$ cat src/hdl/sobol_pkg.sv
// Types, constants and a helper function for the Sobol sequence generator.
// No dependencies.
package sobol_pkg;

  localparam int OUT_W     = 32;
  localparam int CFG_W     = 36;
  localparam int CNT_W     = 32;
  localparam int DEG_W     = 4;
  localparam int COEF_W    = 7;
  localparam int MPACK_W   = 36;
  localparam int MFIELD_W  = 8;
  localparam int CFG_IDX_W = 2;

  localparam logic [CNT_W-1:0]   POINT_COUNT_RST = 32'd16;
  localparam logic [DEG_W-1:0]   POLY_DEGREE_RST = 4'd1;
  localparam logic [COEF_W-1:0]  POLY_COEFFS_RST = 7'd0;
  localparam logic [MPACK_W-1:0] INIT_M_RST      = 36'd1;

  typedef enum logic [CFG_IDX_W-1:0] {
    REG_POINT_COUNT = 2'd0,
    REG_POLY_DEGREE = 2'd1,
    REG_POLY_COEFFS = 2'd2,
    REG_INIT_M      = 2'd3
  } cfg_reg_t;

  typedef enum logic [3:0] {
    ST_IDLE  = 4'b0001,
    ST_BUILD = 4'b0010,
    ST_READ  = 4'b0100,
    ST_OUT   = 4'b1000
  } state_t;

  // m_i sits at bit offset i(i-1)/2 and is i bits wide
  function automatic logic [MFIELD_W-1:0] m_field(input logic [MPACK_W-1:0] pk,
                                                  input logic [DEG_W-1:0] i);
    logic [MFIELD_W-1:0] r;
    int off;
    r   = '0;
    off = 0;
    for (int k = 1; k <= MFIELD_W; k++) begin
      if (i == DEG_W'(k)) begin
        r = MFIELD_W'((pk >> off) & ((MPACK_W'(1) << k) - MPACK_W'(1)));
      end
      off = off + k;
    end
    return r;
  endfunction

endpackage

$ cat src/hdl/sobol_dir_unit.sv
// Direction number builder and store for the second dimension.
// Runs the recurrence one entry per cycle into a small memory. Uses sobol_pkg.
module sobol_dir_unit #(
  parameter int FRACTION_BITS = 32,
  parameter int MAX_DEGREE    = 8
) (
  input  logic                                clk,
  input  logic                                rst,
  input  logic                                start,
  input  logic [sobol_pkg::DEG_W-1:0]         poly_degree,
  input  logic [sobol_pkg::COEF_W-1:0]        poly_coeffs,
  input  logic [sobol_pkg::MPACK_W-1:0]       init_m_packed,
  output logic                                busy,
  input  logic                                rd_en,
  input  logic [$clog2(FRACTION_BITS)-1:0]    rd_addr,
  output logic [FRACTION_BITS-1:0]            rd_data
);

  localparam int AW = $clog2(FRACTION_BITS);
  localparam int SW = $clog2(MAX_DEGREE + 1);

  logic [AW-1:0]                    j;
  logic [SW-1:0]                    s;
  logic [sobol_pkg::COEF_W-1:0]     coef;
  logic [sobol_pkg::MPACK_W-1:0]    m_pk;
  logic [FRACTION_BITS-1:0]         win [1:MAX_DEGREE];
  logic [FRACTION_BITS-1:0]         mem [FRACTION_BITS];

  logic [SW-1:0]                    s_next;
  logic [sobol_pkg::MFIELD_W-1:0]   m_val;
  logic [FRACTION_BITS-1:0]         v_seed;
  logic [FRACTION_BITS-1:0]         v_back;
  logic [FRACTION_BITS-1:0]         v_rec;
  logic [FRACTION_BITS-1:0]         v_new;

  always_comb begin
    if (poly_degree == '0) begin
      s_next = SW'(1);
    end else if (int'(poly_degree) > MAX_DEGREE) begin
      s_next = SW'(MAX_DEGREE);
    end else begin
      s_next = SW'(poly_degree);
    end
  end

  always_comb begin
    m_val  = sobol_pkg::m_field(m_pk, sobol_pkg::DEG_W'(int'(j) + 1));
    v_seed = FRACTION_BITS'(m_val) << (FRACTION_BITS - 1 - int'(j));
    v_back = '0;
    for (int k = 1; k <= MAX_DEGREE; k++) begin
      if (int'(s) == k) begin
        v_back = win[k];
      end
    end
    v_rec = v_back ^ (v_back >> s);
    for (int k = 1; k < MAX_DEGREE; k++) begin
      if ((k < int'(s)) && coef[3'(int'(s) - 1 - k)]) begin
        v_rec = v_rec ^ win[k];
      end
    end
    v_new = (int'(j) < int'(s)) ? v_seed : v_rec;
  end

  always_ff @(posedge clk) begin
    if (rst) begin
      busy <= 1'b0;
      j    <= '0;
    end else if (start) begin
      busy <= 1'b1;
      j    <= '0;
    end else if (busy) begin
      if (j == AW'(FRACTION_BITS - 1)) begin
        busy <= 1'b0;
      end else begin
        j <= j + AW'(1);
      end
    end
  end

  always_ff @(posedge clk) begin
    if (start) begin
      s    <= s_next;
      coef <= poly_coeffs;
      m_pk <= init_m_packed;
    end
    if (busy) begin
      win[1] <= v_new;
      for (int k = 2; k <= MAX_DEGREE; k++) begin
        win[k] <= win[k-1];
      end
    end
  end

  always_ff @(posedge clk) begin
    if (busy) begin
      mem[j] <= v_new;
    end
    if (rd_en) begin
      rd_data <= mem[rd_addr];
    end
  end

endmodule

$ cat src/hdl/sobol_sequence_generator.sv
// Two-dimensional Sobol point generator in Gray-code order, top level.
// Uses sobol_pkg and sobol_dir_unit.
//
// One transaction on the input gives one point on the output. A normal tick
// reads the direction number from the store at the accepting edge, applies
// the XOR update in ST_READ and then raises out_valid. A restart tick waits
// in ST_BUILD while the second-dimension direction numbers are rebuilt one
// per cycle through the recurrence unit, then raises out_valid. A tick at
// the saturated index goes straight to the output. The block takes a new
// input only after the previous point has been taken. Configuration
// registers apply to the second dimension at the next restart; a restart
// must come before the first point.
module sobol_sequence_generator #(
  parameter int FRACTION_BITS = 32,
  parameter int MAX_DEGREE    = 8
) (
  input  logic                                clk,
  input  logic                                rst,
  input  logic                                cfg_write_en,
  input  logic [sobol_pkg::CFG_IDX_W-1:0]     cfg_index,
  input  logic [sobol_pkg::CFG_W-1:0]         cfg_data,
  input  logic                                in_valid,
  output logic                                in_ready,
  input  logic                                restart,
  output logic                                out_valid,
  input  logic                                out_ready,
  output logic [sobol_pkg::OUT_W-1:0]         point_index,
  output logic [sobol_pkg::OUT_W-1:0]         coord_x,
  output logic [sobol_pkg::OUT_W-1:0]         coord_y,
  output logic                                last_point,
  output logic                                exhausted
);

  localparam int AW    = $clog2(FRACTION_BITS);
  localparam int OUT_W = sobol_pkg::OUT_W;

  sobol_pkg::state_t                   state;
  logic [sobol_pkg::CNT_W-1:0]         point_count;
  logic [sobol_pkg::DEG_W-1:0]         poly_degree;
  logic [sobol_pkg::COEF_W-1:0]        poly_coeffs;
  logic [sobol_pkg::MPACK_W-1:0]       init_m_packed;

  logic [FRACTION_BITS-1:0]            cur_index;
  logic [FRACTION_BITS-1:0]            cur_x;
  logic [FRACTION_BITS-1:0]            cur_y;
  logic                                exh;
  logic [AW-1:0]                       tpos;

  logic                                in_fire;
  logic                                dir_busy;
  logic                                rd_en;
  logic [FRACTION_BITS-1:0]            rd_data;
  logic [AW-1:0]                       ones_cnt;
  logic                                idx_full;

  assign in_ready  = (state == sobol_pkg::ST_IDLE);
  assign out_valid = (state == sobol_pkg::ST_OUT);
  assign in_fire   = in_valid && in_ready;
  assign rd_en     = in_fire && !restart && !idx_full;

  // position of the lowest zero bit of the index
  always_comb begin
    ones_cnt = '0;
    for (int b = FRACTION_BITS - 1; b >= 0; b--) begin
      if (!cur_index[b]) begin
        ones_cnt = AW'(b);
      end
    end
    idx_full = &cur_index;
  end

  sobol_dir_unit #(
    .FRACTION_BITS (FRACTION_BITS),
    .MAX_DEGREE    (MAX_DEGREE)
  ) u_dir (
    .clk           (clk),
    .rst           (rst),
    .start         (in_fire && restart),
    .poly_degree   (poly_degree),
    .poly_coeffs   (poly_coeffs),
    .init_m_packed (init_m_packed),
    .busy          (dir_busy),
    .rd_en         (rd_en),
    .rd_addr       (ones_cnt),
    .rd_data       (rd_data)
  );

  always_ff @(posedge clk) begin
    if (rst) begin
      point_count   <= sobol_pkg::POINT_COUNT_RST;
      poly_degree   <= sobol_pkg::POLY_DEGREE_RST;
      poly_coeffs   <= sobol_pkg::POLY_COEFFS_RST;
      init_m_packed <= sobol_pkg::INIT_M_RST;
    end else if (cfg_write_en) begin
      unique case (sobol_pkg::cfg_reg_t'(cfg_index))
        sobol_pkg::REG_POINT_COUNT: point_count   <= cfg_data[sobol_pkg::CNT_W-1:0];
        sobol_pkg::REG_POLY_DEGREE: poly_degree   <= cfg_data[sobol_pkg::DEG_W-1:0];
        sobol_pkg::REG_POLY_COEFFS: poly_coeffs   <= cfg_data[sobol_pkg::COEF_W-1:0];
        sobol_pkg::REG_INIT_M:      init_m_packed <= cfg_data[sobol_pkg::MPACK_W-1:0];
        default: ;
      endcase
    end
  end

  always_ff @(posedge clk) begin
    if (rst) begin
      state     <= sobol_pkg::ST_IDLE;
      cur_index <= '0;
      cur_x     <= '0;
      cur_y     <= '0;
      exh       <= 1'b0;
      tpos      <= '0;
    end else begin
      unique case (state)
        sobol_pkg::ST_IDLE: begin
          if (in_fire) begin
            if (restart) begin
              cur_index <= '0;
              cur_x     <= '0;
              cur_y     <= '0;
              exh       <= 1'b0;
              state     <= sobol_pkg::ST_BUILD;
            end else if (idx_full) begin
              exh   <= 1'b1;
              state <= sobol_pkg::ST_OUT;
            end else begin
              tpos  <= ones_cnt;
              state <= sobol_pkg::ST_READ;
            end
          end
        end
        sobol_pkg::ST_BUILD: begin
          if (!dir_busy) begin
            state <= sobol_pkg::ST_OUT;
          end
        end
        sobol_pkg::ST_READ: begin
          cur_y     <= cur_y ^ rd_data;
          cur_x     <= cur_x ^ (FRACTION_BITS'(1) << (FRACTION_BITS - 1 - int'(tpos)));
          cur_index <= cur_index + FRACTION_BITS'(1);
          exh       <= 1'b0;
          state     <= sobol_pkg::ST_OUT;
        end
        sobol_pkg::ST_OUT: begin
          if (out_ready) begin
            state <= sobol_pkg::ST_IDLE;
          end
        end
        default: state <= sobol_pkg::ST_IDLE;
      endcase
    end
  end

  assign point_index = OUT_W'(cur_index);
  assign coord_x     = OUT_W'(cur_x) << (OUT_W - FRACTION_BITS);
  assign coord_y     = OUT_W'(cur_y) << (OUT_W - FRACTION_BITS);
  assign last_point  = (point_index == (point_count - sobol_pkg::CNT_W'(1)));
  assign exhausted   = exh;

endmodule

$ cat config.mk
export PLATFORM = sky130hd
export DESIGN_NAME = sobol_sequence_generator
export DESIGN_NICKNAME = d
export VERILOG_FILES = /design/src/hdl/sobol_pkg.sv /design/src/hdl/sobol_dir_unit.sv /design/src/hdl/sobol_sequence_generator.sv
export SDC_FILE = /design/constraint.sdc
export NUM_CORES = 2
export LEC_CHECK = 0
export ABC_CLOCK_PERIOD_IN_PS = 11950
export BUFFER_PORTS_ARGS = -buffer_cell sky130_fd_sc_hd__buf_2
export CELL_PAD_IN_SITES_DETAIL_PLACEMENT = 1
export CELL_PAD_IN_SITES_GLOBAL_PLACEMENT = 1
export CORE_AREA = 2 2 470 285
export CTS_CLUSTER_SIZE = 14
export DETAILED_ROUTE_END_ITERATION = 10
export DIE_AREA = 0 0 472 287
export PLACE_DENSITY = 0.81
export REMOVE_ABC_BUFFERS = 1
export SLEW_MARGIN = 30
export SYNTH_ARGS = -nofsm -noshare
export SYNTH_HDL_FRONTEND = slang
export SYNTH_SLANG_ARGS = --single-unit
$ cat constraint.sdc
create_clock -name clk -period 11.95 [get_ports clk]
set_input_delay 1.7925 -clock clk [delete_from_list [all_inputs] [get_ports clk]]
set_output_delay 1.7925 -clock clk [all_outputs]
set_load 0.05 [all_outputs]
==> qor.csv <==
metric,value,unit
status,"finished, final reports clean",
grt_pass1_vias,48800,
firstDrtPassIters,5,
tightest_slew,1.10,ns
relSlewSlack,26.7,%
nets,5422,
use_met1,47.7,%
leakagePower,24.6,nW
pre_cts_ws,5.43,ns
hold_class,reg2reg,
crit_path_top_delay_cell,ha_1,
start_kind,flip-flop,
grt_max_degree,168,
top_usage_layer,met2,
port_buffers,143,
worstSetupEndpointType,flip-flop,
htree_levels,4,
cp.required,12.39,ns
gp_congestion,0.964,
clk_pin_slew,0.07,ns
worst-r2r-cell-count,15,
avgSynthCellArea,12.8,um^2
cap_violations,0,
areaGrowthSynthToFinish,11.3,%
synth_enable_flop_cells,1359,
critPathKind,reg2reg,
muxShareOfSynthArea,7.05,%
globalRouteTotalUtil,33.3,%
clk_latency,0.78,ns
setup_viol,0,
netlist_area,67800,um^2
die_y,287,um
cts_root_buffer,clkbuf_16,
drt_iter0_markers,7370,
fmax,147,MHz
synth-main-ff-cell,edfxtp_1,
ctsResizeCount,0,
synthCells,5295,
dieArea,135000,um^2
cpMostUsedCell,buf_4,
synth-compound-area-share,8.20,%
yosys_warnings,0,
max-vdd-ir-drop,0.145,mV
tritoncts,yes,
grt_overflow,0,
cts.path.max_buffers,3,
hold_depth,0,
postCtsSetupRepairBufs,0,
ys_ff_latch,1550,
drc_errors,0,
drtAntennaViolNets,0,
layout_setup_ws,5.16,ns
cp.arrival,7.22,ns
clock_skew,0.0337,ns
worst-path-buf-inv,5,
reg2reg_to,u_dir.mem[1][7],
wl_per_cell,31.8,um
synth_top_family_by_area,simple AND/OR/NAND/NOR gates,
vias,48000,
yosys.area_share.simple,11.1,%
path_delay_family,buffers and inverters,
drt_wl_total,229000,um
ys_types,87,
hpwlAfterDp,129000,um
numCtsBuffers,145,
viasPerCell,6.67,
synthAdderAreaFrac,0.295,%
powerDensity,180,nW/um^2
start_util,51.8,%
hold_start,init_m_packed[25],
grt_setup_unrepaired,no,
regToRegSetupSlack,5.16,ns
async_reset_ff_share,0,%
met3_usage,7.17,%
slew_violations,0,
period_needed,6.79,ns
reg2reg_from,u_dir.s[0],
synth_xor_area_share,5.05,%
io_pins,144,
die-width,472,um
antenna_found_initial,4,
hold_viol,0,
finalCritPeriodShare,56.8,%
yosysSeqAreaShare,65.8,%
tns,0,ns
grt_pass1_wl,331000,um
hold_path_end,u_dir.m_pk[25],
crit_chain,buf_4 > inv_2 > buf_4 > ha_1 > buf_4 > xnor3_1 > mux4_2 > nor2_2 > buf_4 > nand2_1 > xor2_1 > xnor3_1 > xnor2_1 > xnor2_1 > nor2_4,
critPathMaxStageDelay,0.81,ns
drive_gt1_share,11.3,%
crit_fanout,47,
grt_use_met2,50.2,%
report.power.total,13.6,mW
postCtsHoldBufs,0,
design.core.area,131000,um^2
clock_sinks,1550,
rows,103,
-- placed cells by master, fill, tap and decap left out, types with 24 or more instances in the layout --
master / n
a211oi_1: 97
a21oi_1: 178
a221oi_1: 35
a22oi_1: 34
a311oi_1: 31
a31oi_1: 47
a32oi_1: 60
buf_2: 142
buf_4: 107
clkbuf_1: 40
clkbuf_16: 153
clkinv_1: 24
dfxtp_1: 190
edfxtp_1: 1359
inv_1: 61
mux2i_1: 407
nand2_1: 970
nand3_1: 226
nand3b_1: 41
nor2_1: 205
nor2_4: 41
nor2b_1: 37
nor3_1: 46
o21ai_0: 85
o221ai_1: 35
o22ai_1: 36
or3_1: 30
xnor2_1: 168
xnor3_1: 32
xor2_1: 138
-- power breakdown --
part | total [mW] | internal, mW | switching (mW)
sequential | 6.49 | 6.30 | 0.185
combinational | 2.63 | 0.904 | 1.72
clock | 4.48 | 2.43 | 2.05
total | 13.6 | 9.63 | 3.96
-- worst max path at each step --
stage	from	end	slack, ns	cells after the start
2_1_floorplan	point_index[17]	u_dir.rd_data[0]	-3.54	7
3_3_place_gp	u_dir.s[0]	u_dir.mem[16][7]	5.21	15
3_5_place_dp	u_dir.s[0]	u_dir.mem[18][7]	5.43	15
4_1_cts	u_dir.s[0]	u_dir.mem[4][7]	5.35	15
5_1_grt	u_dir.s[0]	u_dir.mem[26][21]	4.94	15
6_report	u_dir.s[0]	u_dir.mem[1][7]	5.16	15
-- registers in the layout (all words and copies together), names as in the netlist, 4 cells and up --
name           count
u_dir.mem       1024
u_dir.win        256
init_m_packed     36
u_dir.m_pk        36
coord_x           32
coord_y           32
point_count       32
point_index       32
u_dir.rd_data     32
poly_coeffs        7
u_dir.coef         7
tpos               5
u_dir.j            5
poly_degree        4
state              4
u_dir.s            4
-- logic make-up (layout without fill, tap and decap cells) --
| family | Yosys count | count (layout) |
|---|---|---|
| other | 0 | 4 |
| buffers and inverters | 412 | 584 |
| xor gates and xnor gates | 339 | 339 |
| adders and majority gates | 16 | 16 |
| and+or+nand+nor | 1731 | 1731 |
| muxes | 449 | 449 |
| AOI/OAI and AO/OA | 798 | 798 |
| DFF | 1550 | 1550 |
-- layout make-up --
class                   count  area (um^2)
fillers                 12800        55500
flip-flops and latches   1550        44600
multi-input cells        3333        22200
clock buffers             205         4130
well taps                1732         2170
repair buffers            263         1810
clock inverters            47          268
inverters                  69          259
diodes                      4         10.0
-- layer usage --
layer	part of all wire [%]	routed length, um	vias up
met4	3.6	8330	0
met2	44	102000	3161
met1	41	92800	24600
met5	0	0	-
li1	-	-	19700
met3	11	26200	495
-- synthesized netlist by cell type, types with 20 or more instances --
cell,n,area [um^2]
nor2b_1,37,231
o221ai_1,35,307
nand3_1,226,1130
a21oi_1,182,911
mux4_2,21,473
a22oi_1,34,255
nand2_1,973,3650
or3_1,30,188
edfxtp_1,1359,40800
inv_1,64,240
nor2_1,253,950
buf_1,27,101
a221oi_1,35,307
xnor3_1,32,721
buf_2,68,340
dfxtp_1,191,3820
a311oi_1,31,272
o21ai_0,86,430
nand3b_1,41,308
a32oi_1,60,526
mux2i_1,409,4090
o22ai_1,45,282
a211oi_1,99,743
clkbuf_1,239,897
nor3_1,50,250
xnor2_1,168,1470
nand2b_1,21,131
a31oi_1,47,294
xor2_1,138,1210
o211ai_1,20,150
-- worst register-to-register path, delay by kind of cell (launching register included) --
family,cells,cell delay (ns)
buf+inv,5,1.90
flops,1,0.36
xor+xnor,5,1.41
mux,1,0.47
simple gates,3,1.45
fa+ha+maj,1,0.83
-- through the flow --
step	area [um^2]	util [%]	instances	hold WS (ns)
after detailed placement	70900	54.1	6941	0.419
after global routing	75500	57.6	7199	0.443
final	75500	57.6	7203	0.430
after global placement	70800	54.1	6940	0.413
after floorplan	66400	-	4952	0.408
after CTS	75300	57.5	7193	0.428
No activity file was read; power rests on OpenSTA's default activity.
